**src/rtl/hcb_pkg.sv**
```systemverilog
// ----------------------------------------------------------------------------
// Hit calibrate and event builder package
// Shared types, codes, mapping tables and saturation helpers.
// ----------------------------------------------------------------------------
package hcb_pkg;

   localparam int CH_W          = 10;
   localparam int TIME_W        = 48;
   localparam int RAW_W         = 20;
   localparam int COEF_W        = 32;
   localparam int SUM_W         = 48;
   localparam int CNT_W         = 16;
   localparam int CSR_IDX_W     = 2;
   localparam int CSR_DATA_W    = 32;
   localparam int SCATTER_W     = 7;
   localparam int BLOCK_CH      = 128;
   localparam int QUEUE_DEPTH   = 2;

   localparam logic [1:0] MODE_HIT  = 2'd0;
   localparam logic [1:0] MODE_COEF = 2'd1;
   localparam logic [1:0] MODE_TCNT = 2'd2;
   localparam logic [1:0] MODE_NONE = 2'd3;

   localparam logic [1:0] MOD_ZERO    = 2'd0;
   localparam logic [1:0] MOD_ONE     = 2'd1;
   localparam logic [1:0] MOD_SCATTER = 2'd2;
   localparam logic [1:0] MOD_NONE    = 2'd3;

   localparam logic [CSR_IDX_W-1:0] REG_WINDOW  = 2'd0;
   localparam logic [CSR_IDX_W-1:0] REG_SCATTER = 2'd1;

   localparam logic [CH_W-1:0] CH_MOD0_LO = 10'd256;
   localparam logic [CH_W-1:0] CH_MOD1_LO = 10'd512;
   localparam logic [CH_W-1:0] CH_MOD1_HI = 10'd767;

   localparam logic [31:0] WINDOW_RESET  = 32'd20000;
   localparam logic [6:0]  SCATTER_RESET = 7'd21;

   localparam logic [2:0] COLUMN_ROM [BLOCK_CH] = '{
      3'd7,3'd6,3'd4,3'd6,3'd5,3'd7,3'd4,3'd6,3'd5,3'd3,3'd7,3'd4,3'd6,3'd5,3'd7,3'd4,
      3'd6,3'd7,3'd7,3'd6,3'd7,3'd6,3'd6,3'd7,3'd4,3'd5,3'd4,3'd5,3'd5,3'd5,3'd4,3'd4,
      3'd5,3'd3,3'd2,3'd2,3'd3,3'd2,3'd2,3'd3,3'd2,3'd3,3'd0,3'd1,3'd0,3'd1,3'd1,3'd0,
      3'd0,3'd1,3'd3,3'd0,3'd1,3'd1,3'd0,3'd0,3'd1,3'd2,3'd2,3'd3,3'd0,3'd2,3'd3,3'd1,
      3'd0,3'd1,3'd3,3'd1,3'd2,3'd0,3'd3,3'd1,3'd2,3'd4,3'd0,3'd3,3'd1,3'd2,3'd0,3'd3,
      3'd1,3'd0,3'd0,3'd1,3'd0,3'd1,3'd1,3'd0,3'd3,3'd2,3'd3,3'd2,3'd2,3'd2,3'd3,3'd3,
      3'd2,3'd4,3'd5,3'd5,3'd4,3'd5,3'd5,3'd4,3'd5,3'd4,3'd7,3'd6,3'd7,3'd6,3'd6,3'd7,
      3'd7,3'd6,3'd4,3'd7,3'd6,3'd6,3'd7,3'd7,3'd6,3'd5,3'd5,3'd4,3'd7,3'd5,3'd4,3'd6
   };

   localparam logic [3:0] ROW_ROM [BLOCK_CH] = '{
      4'd6,4'd6,4'd5,4'd7,4'd7,4'd4,4'd7,4'd5,4'd6,4'd4,4'd7,4'd4,4'd4,4'd5,4'd5,4'd6,
      4'd1,4'd0,4'd1,4'd0,4'd3,4'd3,4'd2,4'd2,4'd0,4'd0,4'd1,4'd4,4'd1,4'd2,4'd2,4'd3,
      4'd3,4'd3,4'd3,4'd2,4'd2,4'd1,4'd4,4'd1,4'd0,4'd0,4'd3,4'd3,4'd2,4'd1,4'd2,4'd1,
      4'd0,4'd0,4'd7,4'd4,4'd4,4'd5,4'd5,4'd6,4'd6,4'd7,4'd5,4'd6,4'd7,4'd6,4'd5,4'd7,
      4'd9,4'd9,4'd10,4'd8,4'd8,4'd11,4'd8,4'd10,4'd9,4'd11,4'd8,4'd11,4'd11,4'd10,4'd10,
      4'd9,4'd14,4'd15,4'd14,4'd15,4'd12,4'd12,4'd13,4'd13,4'd15,4'd15,4'd14,4'd11,4'd14,
      4'd13,4'd13,4'd12,4'd12,4'd12,4'd12,4'd13,4'd13,4'd14,4'd11,4'd14,4'd15,4'd15,4'd12,
      4'd12,4'd13,4'd14,4'd13,4'd14,4'd15,4'd15,4'd8,4'd11,4'd11,4'd10,4'd10,4'd9,4'd9,
      4'd8,4'd10,4'd9,4'd8,4'd9,4'd10,4'd8
   };

   typedef struct packed {
      logic [1:0]          mode;
      logic [CH_W-1:0]     channel;
      logic [TIME_W-1:0]   time_ps;
      logic [RAW_W-1:0]    raw_energy;
      logic [1:0]          term_index;
      logic [COEF_W-1:0]   coef_value;
      logic [2:0]          term_count;
      logic [1:0]          module_res;
      logic [2:0]          column;
      logic [3:0]          row;
   } item_type;

   typedef struct packed {
      logic                kind;
      logic [CH_W-1:0]     channel_out;
      logic [1:0]          module_res;
      logic [2:0]          column;
      logic [3:0]          row;
      logic [TIME_W-1:0]   time_value;
      logic [TIME_W-1:0]   offset_or_hits;
      logic [COEF_W-1:0]   energy_value;
      logic [SUM_W-1:0]    energy_module0;
      logic [SUM_W-1:0]    energy_module1;
      logic [CNT_W-1:0]    hits_module0;
      logic [CNT_W-1:0]    hits_module1;
   } result_type;

   typedef enum logic [3:0] {
      ST_CLEAR,
      ST_IDLE,
      ST_TCNT,
      ST_TCNT_WAIT,
      ST_COEF_READ,
      ST_COEF_LOAD,
      ST_MUL,
      ST_ADD,
      ST_WINDOW,
      ST_HIT
   } back_state_type;

   function automatic logic [COEF_W-1:0] sat32(input logic signed [52:0] v);
      logic [COEF_W-1:0] r;
      if (v > 53'sd2147483647) begin
         r = 32'h7FFF_FFFF;
      end else if (v < -53'sd2147483648) begin
         r = 32'h8000_0000;
      end else begin
         r = v[COEF_W-1:0];
      end
      return r;
   endfunction

   function automatic logic [SUM_W-1:0] sat48(input logic signed [SUM_W:0] v);
      logic [SUM_W-1:0] r;
      if (v[SUM_W] != v[SUM_W-1]) begin
         r = v[SUM_W] ? {1'b1, {(SUM_W-1){1'b0}}} : {1'b0, {(SUM_W-1){1'b1}}};
      end else begin
         r = v[SUM_W-1:0];
      end
      return r;
   endfunction

   function automatic logic [CNT_W-1:0] inc16(input logic [CNT_W-1:0] c);
      return (&c) ? c : c + 1'b1;
   endfunction

endpackage

```
**src/rtl/hcb_fifo.sv**
```systemverilog
// ----------------------------------------------------------------------------
// Hit calibrate and event builder queue
// Short queue of classified items between the front end and the back end.
// ----------------------------------------------------------------------------
module hcb_fifo
   import hcb_pkg::*;
(
   input  logic     clock,
   input  logic     reset,
   input  logic     push,
   input  item_type push_item,
   input  logic     pop,
   output logic     full,
   output logic     head_valid,
   output item_type head_item
);

   localparam int PW = $clog2(QUEUE_DEPTH);

   item_type          store_ff [QUEUE_DEPTH];
   logic [PW-1:0]     wr_ff, wr_in;
   logic [PW-1:0]     rd_ff, rd_in;
   logic [PW:0]       cnt_ff, cnt_in;

   assign full       = (cnt_ff == (PW+1)'(QUEUE_DEPTH));
   assign head_valid = (cnt_ff != '0);
   assign head_item  = store_ff[rd_ff];

   always_comb begin
      wr_in  = push ? wr_ff + 1'b1 : wr_ff;
      rd_in  = pop ? rd_ff + 1'b1 : rd_ff;
      cnt_in = cnt_ff + (PW+1)'(push) - (PW+1)'(pop);
   end

   always_ff @(posedge clock) begin
      if (reset) begin
         wr_ff  <= '0;
         rd_ff  <= '0;
         cnt_ff <= '0;
      end else begin
         wr_ff  <= wr_in;
         rd_ff  <= rd_in;
         cnt_ff <= cnt_in;
      end
   end

   always_ff @(posedge clock) begin
      if (push) begin
         store_ff[wr_ff] <= push_item;
      end
   end

endmodule

```
**config.mk**
```make
export PLATFORM = sky130hd
export DESIGN_NAME = hcb_fifo
export DESIGN_NICKNAME = d
export VERILOG_FILES = /design/src/rtl/hcb_pkg.sv /design/src/rtl/hcb_fifo.sv
export SDC_FILE = /design/constraint.sdc
export NUM_CORES = 1
export LEC_CHECK = 0
export BUFFER_PORTS_ARGS = -buffer_cell sky130_fd_sc_hd__buf_2
export CORE_ASPECT_RATIO = 1.5
export CORE_UTILIZATION = 40
export DETAILED_ROUTE_END_ITERATION = 8
export SLEW_MARGIN = 25
export SYNTH_ARGS = -nofsm -noshare
export SYNTH_HDL_FRONTEND = slang
export SYNTH_SLANG_ARGS = --single-unit
```
**constraint.sdc**
```tcl
create_clock -name clock -period 9.7 [get_ports clock]
set_input_delay 0 -clock clock [delete_from_list [all_inputs] [get_ports clock]]
set_output_delay 0 -clock clock [all_outputs]
set_load 0.01 [all_outputs]
```
==> results.md <==
- CP endpoint kind: output port
- Global-route wire length before repair: 29.03 mm
- Share of layout cells above drive strength 1: 0.5138
- Initial antenna violation count: 0
- Skew-Pair Late Insertion Delay: 0.50 ns
- CP Launch Type: flip-flop
- Largest net degree at the start of global routing: 71
- Clock-pin slew on the worst setup and hold paths: 0.07 ns
- CP Data Arrival Time: 3.00 ns
- DR WL/cell: 16.78 microns
- Seq/Total Area, Yosys: 0.8103
- Diode count: 0
- Fmax achieved: 0.3329 GHz
- Rows: 68
- # IOs: 258
- GRT met2 Usage: 0.3033
- Max-Slew Margin vs Limit: 0.3418
- Fin crit period: 3.004 ns
- Synthesized cell area: 9463 sq um
- Pre-antenna DRT Iters: 4
- Die width: 127.6 microns
- Core ar.: 23140 sq um
- Wire length reported by the detailed router: 19.30 mm
- Post-route DRC: 0
- Top FF cell, synth: edfxtp_1
- Final slew viol count: 0
- Register area: 7671 sq um
- Vias in the first global route: 5722
- Final Setup Violations: 0
- Tcrit/Tclk final: 0.3097
- Hold crit path type: in -> reg
- TritonCTS Buffers: 25
- Total number of vias: 5224
- CTS H-tree depth: 1
- Port-buffer cells: 257
- PnR worst setup slack: 6.696 ns
- Synth area leader: edfxtp_1
- Final Hold Fails: 0
- Initial drt markers: 245
- Largest cells by area after synthesis: edfxtp_1 80%, mux2_2 10%, mux2_4 6.3%, dfxtp_1 1.1%, buf_6 0.71%
- Pre-CTS setup slack: 7.153 ns
- Slew @ Worst Pin: 0.9873 ns
- Synth unique cells: 14
- Crit path required time: 9.70 ns
- VDD IR-drop max: 0.1405 mV
- Gr usage total: 0.1549
- Gates resized, CTS repair: 0
- Static Leak: 0.005063 uW
- Grt ovf: 0
- Via density: 4.543
- Pwr Density: 195.6 nW/um^2
- Die Height: 190.4 microns
- Number of nets in the layout: 949
- CTS tree: built
- Max Cap Viol: 0
- Post-synth EDFFs: 252
- Multi-input gate area: 1690 sq um
- Clock root buffer master: clkbuf_16
- Unrepaired setup endpoints after global routing: no
- CTS sink cnt: 257
- Total die area: 24290 sq um
- GPL Wtd Cong: 0.7431
- Async SR Flop Fraction: 0
- Syn Nets: 545
- Count leader, synth: edfxtp_1
- Met3 Usage GRT: 0.03171
- Post-synthesis cell count: 413
- Run status: completed
- Busiest grt layer: met2
- Setup TNS: 0 ns
- Final antenna-violating net count: 0
- Clk_skew: 0.01006 ns
- Fillers: 1861
- CTS Buffer Depth: 3
- Syn avg cell area: 22.91 sq um
- Top cells by count, synth: 252 x edfxtp_1, 86 x mux2_2, 40 x mux2_4
- WS Path Type: reg -> out
- Met1 usage: 0.1581
- CP max FO: 69
- Layout area overhead: 39.42%
- YS warnings: 0
- Synth Register Bits: 257
- Hpwl dp: 12.31 mm
- Yosys top cell area share: 0.7997
- Initial core utilization: 0.4089
==> report_power, final <==
| group | switching (uW) | total [uW] | internal, uW | leakage, uW |
|---|---|---|---|---|
| clock | 389 | 940 | 551 | 0.000390 |
| combinational | 144 | 314 | 170 | 0.00227 |
| sequential | 28.0 | 1330 | 1300 | 0.00241 |
==> worst max-delay path, cell delays in order (launching register included) <==
cell     delay [ns]
dfxtp_4        1.00
buf_4          0.88
mux2_2         0.43
buf_2          0.14
==> path summary, 6_finish.rpt <==
| check | from | end | slack, ns | cells past startpoint |
|---|---|---|---|---|
| worst max register to register | wr_ff | store_ff[1][119] | 7.24 | 2 |
| worst max-delay path | flip-flop | head_item[4] | 6.70 | 3 |
| worst min-delay path | push_item[26] | store_ff[1][26] | 0.22 | 2 |
| worst min register to register | rd_ff | rd_ff | 0.52 | 2 |
==> state kept, by name, indices dropped and copies added, names as in the netlist, named ones only <==
name and count:
store_ff 252, cnt_ff 2, rd_ff 1, wr_ff 1
==> kinds of logic (layout without fill, tap and decap cells) <==
group                    after synthesis  count (layout)  synth area share
flip-flops                           257             257            0.8103
XOR/XNOR                               3               3          0.004231
multiplexers                         126             126            0.1658
buffers and inverters                 16             438           0.01216
adder cells (fa/ha/maj)                2               2          0.002644
AND/OR/NAND/NOR                        9               9          0.004893
==> cell type report <==
cell class / instances / area share
Sequential cell: 257 / 0.5815
Timing Repair Buffer: 391 / 0.1984
Clock buffer: 32 / 0.05169
Inverter: 2 / 0.0005690
Clock inverter: 13 / 0.009863
Tap cell: 315 / 0.02987
Multi-Input combinational cell: 140 / 0.1281
==> per-layer routing <==
| layer | vias to the layer above | wire length (microns) |
|---|---|---|
| li1 | 2448 | - |
| met1 | 2570 | 7015 |
| met2 | 167 | 10600 |
| met3 | 39 | 1090 |
| met4 | 0 | 593 |
| met5 | - | 0 |
==> timing repair <==
| item | CTS | global route |
|---|---|---|
| buffers inserted | 0 | 0 |
| hold endpoints to repair | 257 | 0 |
| hold buffers | 130 | 0 |
| endpoints found under the setup margin | 0 | 0 |
==> per-stage QoR <==
step	hold WS [ns]	std cells	utilization	instance area [sq um]	power [uW]
floorplan	0.07161	413	-	9463	1513
global placement	0.1875	975	0.4788	11080	1615
detailed placement	0.1912	975	0.4788	11080	1626
CTS	0.1876	1150	0.5701	13190	2615
global route	0.1990	1150	0.5701	13190	2672
finish	0.2205	1150	0.5701	13190	2580
==> cells in the final DEF (no fill, tap or decap) <==
| cell | count |
|---|---|
| buf_2 | 257 |
| edfxtp_1 | 252 |
| dlygate4sd3_1 | 130 |
| mux2_2 | 86 |
| mux2_4 | 40 |
| clkbuf_16 | 25 |
| nor2_1 | 4 |
| clkbuf_1 | 4 |
| clkinv_2 | 4 |
| dfxtp_1 | 4 |
| buf_4 | 4 |
| clkinvlp_4 | 3 |
| clkbuf_8 | 3 |
| clkinv_1 | 3 |
| inv_1 | 2 |
| nor2b_1 | 2 |
| xnor2_1 | 2 |
| ha_1 | 2 |
| bufinv_16 | 2 |
| or2_2 | 1 |
| and2_4 | 1 |
| nor2b_4 | 1 |
| xnor3_1 | 1 |
| dfxtp_4 | 1 |
| clkinv_8 | 1 |
No activity file was read; power rests on OpenSTA's default activity.
