### src/rtl/hcb_pkg.sv
// ----------------------------------------------------------------------------
// Hit calibrate and event builder package
// Shared types, codes, mapping tables and saturation helpers.
// ----------------------------------------------------------------------------
package hcb_pkg;

   localparam int CH_W          = 10;
   localparam int TIME_W        = 48;
   localparam int RAW_W         = 20;
   localparam int COEF_W        = 32;
   localparam int SUM_W         = 48;
   localparam int CNT_W         = 16;
   localparam int CSR_IDX_W     = 2;
   localparam int CSR_DATA_W    = 32;
   localparam int SCATTER_W     = 7;
   localparam int BLOCK_CH      = 128;
   localparam int QUEUE_DEPTH   = 2;

   localparam logic [1:0] MODE_HIT  = 2'd0;
   localparam logic [1:0] MODE_COEF = 2'd1;
   localparam logic [1:0] MODE_TCNT = 2'd2;
   localparam logic [1:0] MODE_NONE = 2'd3;

   localparam logic [1:0] MOD_ZERO    = 2'd0;
   localparam logic [1:0] MOD_ONE     = 2'd1;
   localparam logic [1:0] MOD_SCATTER = 2'd2;
   localparam logic [1:0] MOD_NONE    = 2'd3;

   localparam logic [CSR_IDX_W-1:0] REG_WINDOW  = 2'd0;
   localparam logic [CSR_IDX_W-1:0] REG_SCATTER = 2'd1;

   localparam logic [CH_W-1:0] CH_MOD0_LO = 10'd256;
   localparam logic [CH_W-1:0] CH_MOD1_LO = 10'd512;
   localparam logic [CH_W-1:0] CH_MOD1_HI = 10'd767;

   localparam logic [31:0] WINDOW_RESET  = 32'd20000;
   localparam logic [6:0]  SCATTER_RESET = 7'd21;

   localparam logic [2:0] COLUMN_ROM [BLOCK_CH] = '{
      3'd7,3'd6,3'd4,3'd6,3'd5,3'd7,3'd4,3'd6,3'd5,3'd3,3'd7,3'd4,3'd6,3'd5,3'd7,3'd4,
      3'd6,3'd7,3'd7,3'd6,3'd7,3'd6,3'd6,3'd7,3'd4,3'd5,3'd4,3'd5,3'd5,3'd5,3'd4,3'd4,
      3'd5,3'd3,3'd2,3'd2,3'd3,3'd2,3'd2,3'd3,3'd2,3'd3,3'd0,3'd1,3'd0,3'd1,3'd1,3'd0,
      3'd0,3'd1,3'd3,3'd0,3'd1,3'd1,3'd0,3'd0,3'd1,3'd2,3'd2,3'd3,3'd0,3'd2,3'd3,3'd1,
      3'd0,3'd1,3'd3,3'd1,3'd2,3'd0,3'd3,3'd1,3'd2,3'd4,3'd0,3'd3,3'd1,3'd2,3'd0,3'd3,
      3'd1,3'd0,3'd0,3'd1,3'd0,3'd1,3'd1,3'd0,3'd3,3'd2,3'd3,3'd2,3'd2,3'd2,3'd3,3'd3,
      3'd2,3'd4,3'd5,3'd5,3'd4,3'd5,3'd5,3'd4,3'd5,3'd4,3'd7,3'd6,3'd7,3'd6,3'd6,3'd7,
      3'd7,3'd6,3'd4,3'd7,3'd6,3'd6,3'd7,3'd7,3'd6,3'd5,3'd5,3'd4,3'd7,3'd5,3'd4,3'd6
   };

   localparam logic [3:0] ROW_ROM [BLOCK_CH] = '{
      4'd6,4'd6,4'd5,4'd7,4'd7,4'd4,4'd7,4'd5,4'd6,4'd4,4'd7,4'd4,4'd4,4'd5,4'd5,4'd6,
      4'd1,4'd0,4'd1,4'd0,4'd3,4'd3,4'd2,4'd2,4'd0,4'd0,4'd1,4'd4,4'd1,4'd2,4'd2,4'd3,
      4'd3,4'd3,4'd3,4'd2,4'd2,4'd1,4'd4,4'd1,4'd0,4'd0,4'd3,4'd3,4'd2,4'd1,4'd2,4'd1,
      4'd0,4'd0,4'd7,4'd4,4'd4,4'd5,4'd5,4'd6,4'd6,4'd7,4'd5,4'd6,4'd7,4'd6,4'd5,4'd7,
      4'd9,4'd9,4'd10,4'd8,4'd8,4'd11,4'd8,4'd10,4'd9,4'd11,4'd8,4'd11,4'd11,4'd10,4'd10,
      4'd9,4'd14,4'd15,4'd14,4'd15,4'd12,4'd12,4'd13,4'd13,4'd15,4'd15,4'd14,4'd11,4'd14,
      4'd13,4'd13,4'd12,4'd12,4'd12,4'd12,4'd13,4'd13,4'd14,4'd11,4'd14,4'd15,4'd15,4'd12,
      4'd12,4'd13,4'd14,4'd13,4'd14,4'd15,4'd15,4'd8,4'd11,4'd11,4'd10,4'd10,4'd9,4'd9,
      4'd8,4'd10,4'd9,4'd8,4'd9,4'd10,4'd8
   };

   typedef struct packed {
      logic [1:0]          mode;
      logic [CH_W-1:0]     channel;
      logic [TIME_W-1:0]   time_ps;
      logic [RAW_W-1:0]    raw_energy;
      logic [1:0]          term_index;
      logic [COEF_W-1:0]   coef_value;
      logic [2:0]          term_count;
      logic [1:0]          module_res;
      logic [2:0]          column;
      logic [3:0]          row;
   } item_type;

   typedef struct packed {
      logic                kind;
      logic [CH_W-1:0]     channel_out;
      logic [1:0]          module_res;
      logic [2:0]          column;
      logic [3:0]          row;
      logic [TIME_W-1:0]   time_value;
      logic [TIME_W-1:0]   offset_or_hits;
      logic [COEF_W-1:0]   energy_value;
      logic [SUM_W-1:0]    energy_module0;
      logic [SUM_W-1:0]    energy_module1;
      logic [CNT_W-1:0]    hits_module0;
      logic [CNT_W-1:0]    hits_module1;
   } result_type;

   typedef enum logic [3:0] {
      ST_CLEAR,
      ST_IDLE,
      ST_TCNT,
      ST_TCNT_WAIT,
      ST_COEF_READ,
      ST_COEF_LOAD,
      ST_MUL,
      ST_ADD,
      ST_WINDOW,
      ST_HIT
   } back_state_type;

   function automatic logic [COEF_W-1:0] sat32(input logic signed [52:0] v);
      logic [COEF_W-1:0] r;
      if (v > 53'sd2147483647) begin
         r = 32'h7FFF_FFFF;
      end else if (v < -53'sd2147483648) begin
         r = 32'h8000_0000;
      end else begin
         r = v[COEF_W-1:0];
      end
      return r;
   endfunction

   function automatic logic [SUM_W-1:0] sat48(input logic signed [SUM_W:0] v);
      logic [SUM_W-1:0] r;
      if (v[SUM_W] != v[SUM_W-1]) begin
         r = v[SUM_W] ? {1'b1, {(SUM_W-1){1'b0}}} : {1'b0, {(SUM_W-1){1'b1}}};
      end else begin
         r = v[SUM_W-1:0];
      end
      return r;
   endfunction

   function automatic logic [CNT_W-1:0] inc16(input logic [CNT_W-1:0] c);
      return (&c) ? c : c + 1'b1;
   endfunction

endpackage

### src/rtl/hcb_if.sv
// ----------------------------------------------------------------------------
// Hit calibrate and event builder channels
// Valid/ready interfaces for the item, result and register write channels.
// ----------------------------------------------------------------------------
interface hcb_req_if;
   logic        valid;
   logic        ready;
   logic [1:0]  mode;
   logic [9:0]  channel;
   logic [47:0] time_ps;
   logic [19:0] raw_energy;
   logic [1:0]  term_index;
   logic [31:0] coef_value;
   logic [2:0]  term_count;
   modport source (output valid, mode, channel, time_ps, raw_energy, term_index,
                   coef_value, term_count, input ready);
   modport sink (input valid, mode, channel, time_ps, raw_energy, term_index,
                 coef_value, term_count, output ready);
endinterface


### src/rtl/hcb_front.sv
// ----------------------------------------------------------------------------
// Hit calibrate and event builder front end
// Accepts items, drops unused modes and classifies module and crystal position.
// ----------------------------------------------------------------------------
module hcb_front
   import hcb_pkg::*;
(
   input  logic                 reset,
   hcb_req_if.sink              req_bus,
   input  logic [SCATTER_W-1:0] scatter_channel,
   input  logic                 clearing,
   input  logic                 q_full,
   output logic                 q_push,
   output item_type             q_item
);

   logic [6:0] blk_idx;

   assign req_bus.ready = !q_full && !clearing && !reset;
   assign q_push = req_bus.valid && req_bus.ready && (req_bus.mode != MODE_NONE);
   assign blk_idx = req_bus.channel[6:0];

   always_comb begin
      q_item.mode       = req_bus.mode;
      q_item.channel    = req_bus.channel;
      q_item.time_ps    = req_bus.time_ps;
      q_item.raw_energy = req_bus.raw_energy;
      q_item.term_index = req_bus.term_index;
      q_item.coef_value = req_bus.coef_value;
      q_item.term_count = req_bus.term_count;
      q_item.column     = COLUMN_ROM[blk_idx];
      q_item.row        = ROW_ROM[blk_idx];
      if (req_bus.channel inside {[CH_MOD0_LO:CH_MOD1_LO-10'd1]}) begin
         q_item.module_res = MOD_ZERO;
      end else if (req_bus.channel inside {[CH_MOD1_LO:CH_MOD1_HI]}) begin
         q_item.module_res = MOD_ONE;
      end else if (req_bus.channel == {3'd0, scatter_channel}) begin
         q_item.module_res = MOD_SCATTER;
      end else begin
         q_item.module_res = MOD_NONE;
      end
   end

endmodule

### src/flat_wrapper.sv
// flat-port wrapper written by rule: the top's interface ports become plain ports
module hcb_front_flat import hcb_pkg::*;
  (reset, scatter_channel, clearing, q_full, q_push, q_item, req_bus_valid, req_bus_mode, req_bus_channel, req_bus_time_ps, req_bus_raw_energy, req_bus_term_index, req_bus_coef_value, req_bus_term_count, req_bus_ready);
  hcb_req_if req_bus_i ();
  input  logic reset;
  input  logic [SCATTER_W-1:0] scatter_channel;
  input  logic clearing;
  input  logic q_full;
  output logic q_push;
  output item_type q_item;
  input wire logic [$bits(req_bus_i.valid)-1:0] req_bus_valid;
  input wire logic [$bits(req_bus_i.mode)-1:0] req_bus_mode;
  input wire logic [$bits(req_bus_i.channel)-1:0] req_bus_channel;
  input wire logic [$bits(req_bus_i.time_ps)-1:0] req_bus_time_ps;
  input wire logic [$bits(req_bus_i.raw_energy)-1:0] req_bus_raw_energy;
  input wire logic [$bits(req_bus_i.term_index)-1:0] req_bus_term_index;
  input wire logic [$bits(req_bus_i.coef_value)-1:0] req_bus_coef_value;
  input wire logic [$bits(req_bus_i.term_count)-1:0] req_bus_term_count;
  output wire logic [$bits(req_bus_i.ready)-1:0] req_bus_ready;
  assign req_bus_i.valid = req_bus_valid;
  assign req_bus_i.mode = req_bus_mode;
  assign req_bus_i.channel = req_bus_channel;
  assign req_bus_i.time_ps = req_bus_time_ps;
  assign req_bus_i.raw_energy = req_bus_raw_energy;
  assign req_bus_i.term_index = req_bus_term_index;
  assign req_bus_i.coef_value = req_bus_coef_value;
  assign req_bus_i.term_count = req_bus_term_count;
  assign req_bus_ready = req_bus_i.ready;
  hcb_front u_core (.reset(reset), .req_bus(req_bus_i), .scatter_channel(scatter_channel), .clearing(clearing), .q_full(q_full), .q_push(q_push), .q_item(q_item));
endmodule
### config.mk
export PLATFORM = sky130hd
export DESIGN_NAME = hcb_front_flat
export DESIGN_NICKNAME = d
export VERILOG_FILES = /design/src/rtl/hcb_pkg.sv /design/src/rtl/hcb_if.sv /design/src/rtl/hcb_front.sv /design/src/flat_wrapper.sv
export SDC_FILE = /design/constraint.sdc
export NUM_CORES = 1
export LEC_CHECK = 0
export BUFFER_PORTS_ARGS = -buffer_cell sky130_fd_sc_hd__buf_2
export CAP_MARGIN = 20
export CORE_ASPECT_RATIO = 0.8
export CORE_MARGIN = 5
export CORE_UTILIZATION = 25
export DETAILED_ROUTE_END_ITERATION = 10
export PLACE_DENSITY_LB_ADDON = 0.3
export SLEW_MARGIN = 20
export SYNTH_ARGS = -nofsm -noshare
export SYNTH_HDL_FRONTEND = slang
export SYNTH_SLANG_ARGS = --single-unit
### constraint.sdc
create_clock -name vclk -period 3.7
set_clock_uncertainty 0.15 [all_clocks]
set_input_delay 0.74 -clock vclk [all_inputs]
set_output_delay 0.74 -clock vclk [all_outputs]
set_load 0.01 [all_outputs]
==> flow_metrics.py <==
metrics = {
    "worst_setup_path": {
        "startpoint_type": "input port",
        "crit_required_ps": 2810,
        "crit_path_start": "req_bus_channel[1]",
        "setup.worst_path.end_class": "primary output",
        "worstSetupPathType": "input port to primary output",
        "cp_max_fo": 10,
        "cp.arrival_ps": 2620,
    },
    "clock_network": {
        "postCtsHoldBufs": 0,
        "ctsResizeCount": 0,
        "post-cts-setup-buffer-count": 0,
    },
    "placed_design": {
        "place.gp.congestion": 0.774,
        "dpl.cell_count": 314,
        "port_buffers": 46,
        "dpl.hpwl_um": 3870,
    },
    "detailed_routing": {
        "drc": 0,
        "drt_iter0_markers": 124,
        "ant_nets": 0,
        "drtPass1Iterations": 4,
        "wl_per_cell_um": 15.9,
        "via_count": 1562,
        "vias_per_cell": 4.97,
        "wl_um": 5010,
    },
    "grt": {
        "grt_pass1_wl_um": 7790,
        "antenna_found_initial": 0,
        "grt_pass1_vias": 1485,
        "grt_max_degree": 33,
        "gr-total-overflow": 0,
        "groute.usage.overall_pct": 8.98,
    },
    "timing": {
        "fin_crit_sh_pct": 94.9,
        "rsz0062_at_grt": "no",
        "drv_slew": 0,
        "finalHoldViolCount": 0,
        "fin_tns_setup_ps": 0,
        "slew_headroom_pct": 60.4,
        "period_minus_slack_ps": 3510,
        "holdWs_ps": 1330,
        "finalSetupViolCount": 0,
        "max_freq_mhz": 285,
        "tightest_slew_ps": 593,
    },
    "yosys": {
        "yosys_warnings": 0,
        "synthCells": 288,
        "avgSynthCellArea_um2": 7.09,
        "synth_seq_area_share_pct": 0,
        "synth_nets": 423,
        "syn_area_mm2": 0.00204,
        "synth_cell_types": 50,
    },
    "hold_path": {
        "whs_path_depth": 0,
        "min_from": "req_bus_time_ps[35]",
        "hold_class": "input port to primary output",
    },
    "layout": {
        "syn2layout_area_growth_pct": -28.7,
        "regArea_um2": 0,
        "drive_above_1_share_pct": 31.6,
        "diodes": 0,
        "fillers": 920,
        "seq_cell_count": 0,
        "final_util_pct": 18.3,
        "final_common_cell": "buf_2",
        "finalNonFillerCells": 314,
        "nets": 343,
        "clock_buffers": 0,
        "most-common-layout-cells": "buf_2, a21oi_1, nand2_1, o21ai_0, inv_1",
    },
    "power_and_ir_drop": {
        "p_leak_uw": 0.000614,
        "vdd_drop_max_v": 0.0000400,
        "power_density_mw_per_mm2": 129,
    },
    "die": {
        "pin_count": 256,
        "fp.dieArea_mm2": 0.0101,
        "die_h_um": 90.8,
        "core_area_mm2": 0.00795,
        "dieWidth_um": 111,
        "num_rows": 29,
        "start_util_pct": 25.7,
    },
    "run": {
        "cap_viol_max_count": 0,
    },
    "status": {
        "outcome": "finished, final reports clean",
    },
}
per-layer routing:
metal / vias to the layer above / track usage, % / share of wire, %
li1: 706 / - / -
met1: 706 / 12.3 / 43
met2: 136 / 12.5 / 41
met3: 14 / 4.76 / 16
met4: 0 / 1.52 / 1.0
met5: - / 0 / 0
critical path, cell delays in order:
cell	delay [ps]
buf_2	210
inv_1	130
ha_1	430
nand2b_1	210
a311oi_1	260
a21oi_1	90
o32a_1	320
nand4b_1	90
buf_2	130
final timing paths:
path,end,slack [ps]
hold / removal,q_item[101],1330
setup / recovery,q_item[4],190
where the power goes:
| group | internal [uW] | switching (uW) | total (uW) |
|---|---|---|---|
| logic | 77.8 | 110 | 187 |
| registers | 0 | 0 | 0 |
| clock network | 0 | 0 | 0 |
| total | 77.8 | 110 | 187 |
Yosys cell counts, types with 4 or more instances:
cell	n	area share, %
nor2b_1	7	2.1
ha_1	7	4.3
o21ai_0	12	2.9
xor2_1	8	3.4
nand2b_1	8	2.5
inv_1	9	1.7
a21oi_1	22	5.4
nor2_1	6	1.1
nand2_1	12	2.2
a31oi_1	4	1.2
nor3_1	5	1.2
buf_2	9	2.2
buf_4	120	44
final cells by class:
class,count,area (um^2),share of cell area (%)
multi-input cells,142,992,68.2
repair buffers,54,290,19.9
inverters,10,37.5,2.58
well taps,108,135,9.29
through the flow:
step | power (uW) | instance area, um^2 | setup slack, ps
3_5_place_dp | 187 | 1460 | 185
4_1_cts | 188 | 1460 | 173
6_report | 187 | 1460 | 189
3_3_place_gp | 190 | 1460 | 192
5_1_grt | 207 | 1460 | 29.4
2_1_floorplan | 256 | 2040 | 506
cells by family after synthesis:
logic type / synth area share, %
AO/OA/AOI/OAI: 24.5
XOR/XNOR: 3.86
adder cells (fa/ha/maj): 4.29
buffers and inverters: 51.4
multiplexers: 2.94
AND/OR/NAND/NOR: 13.0
Note: power is estimated with default switching activity, not from simulation.
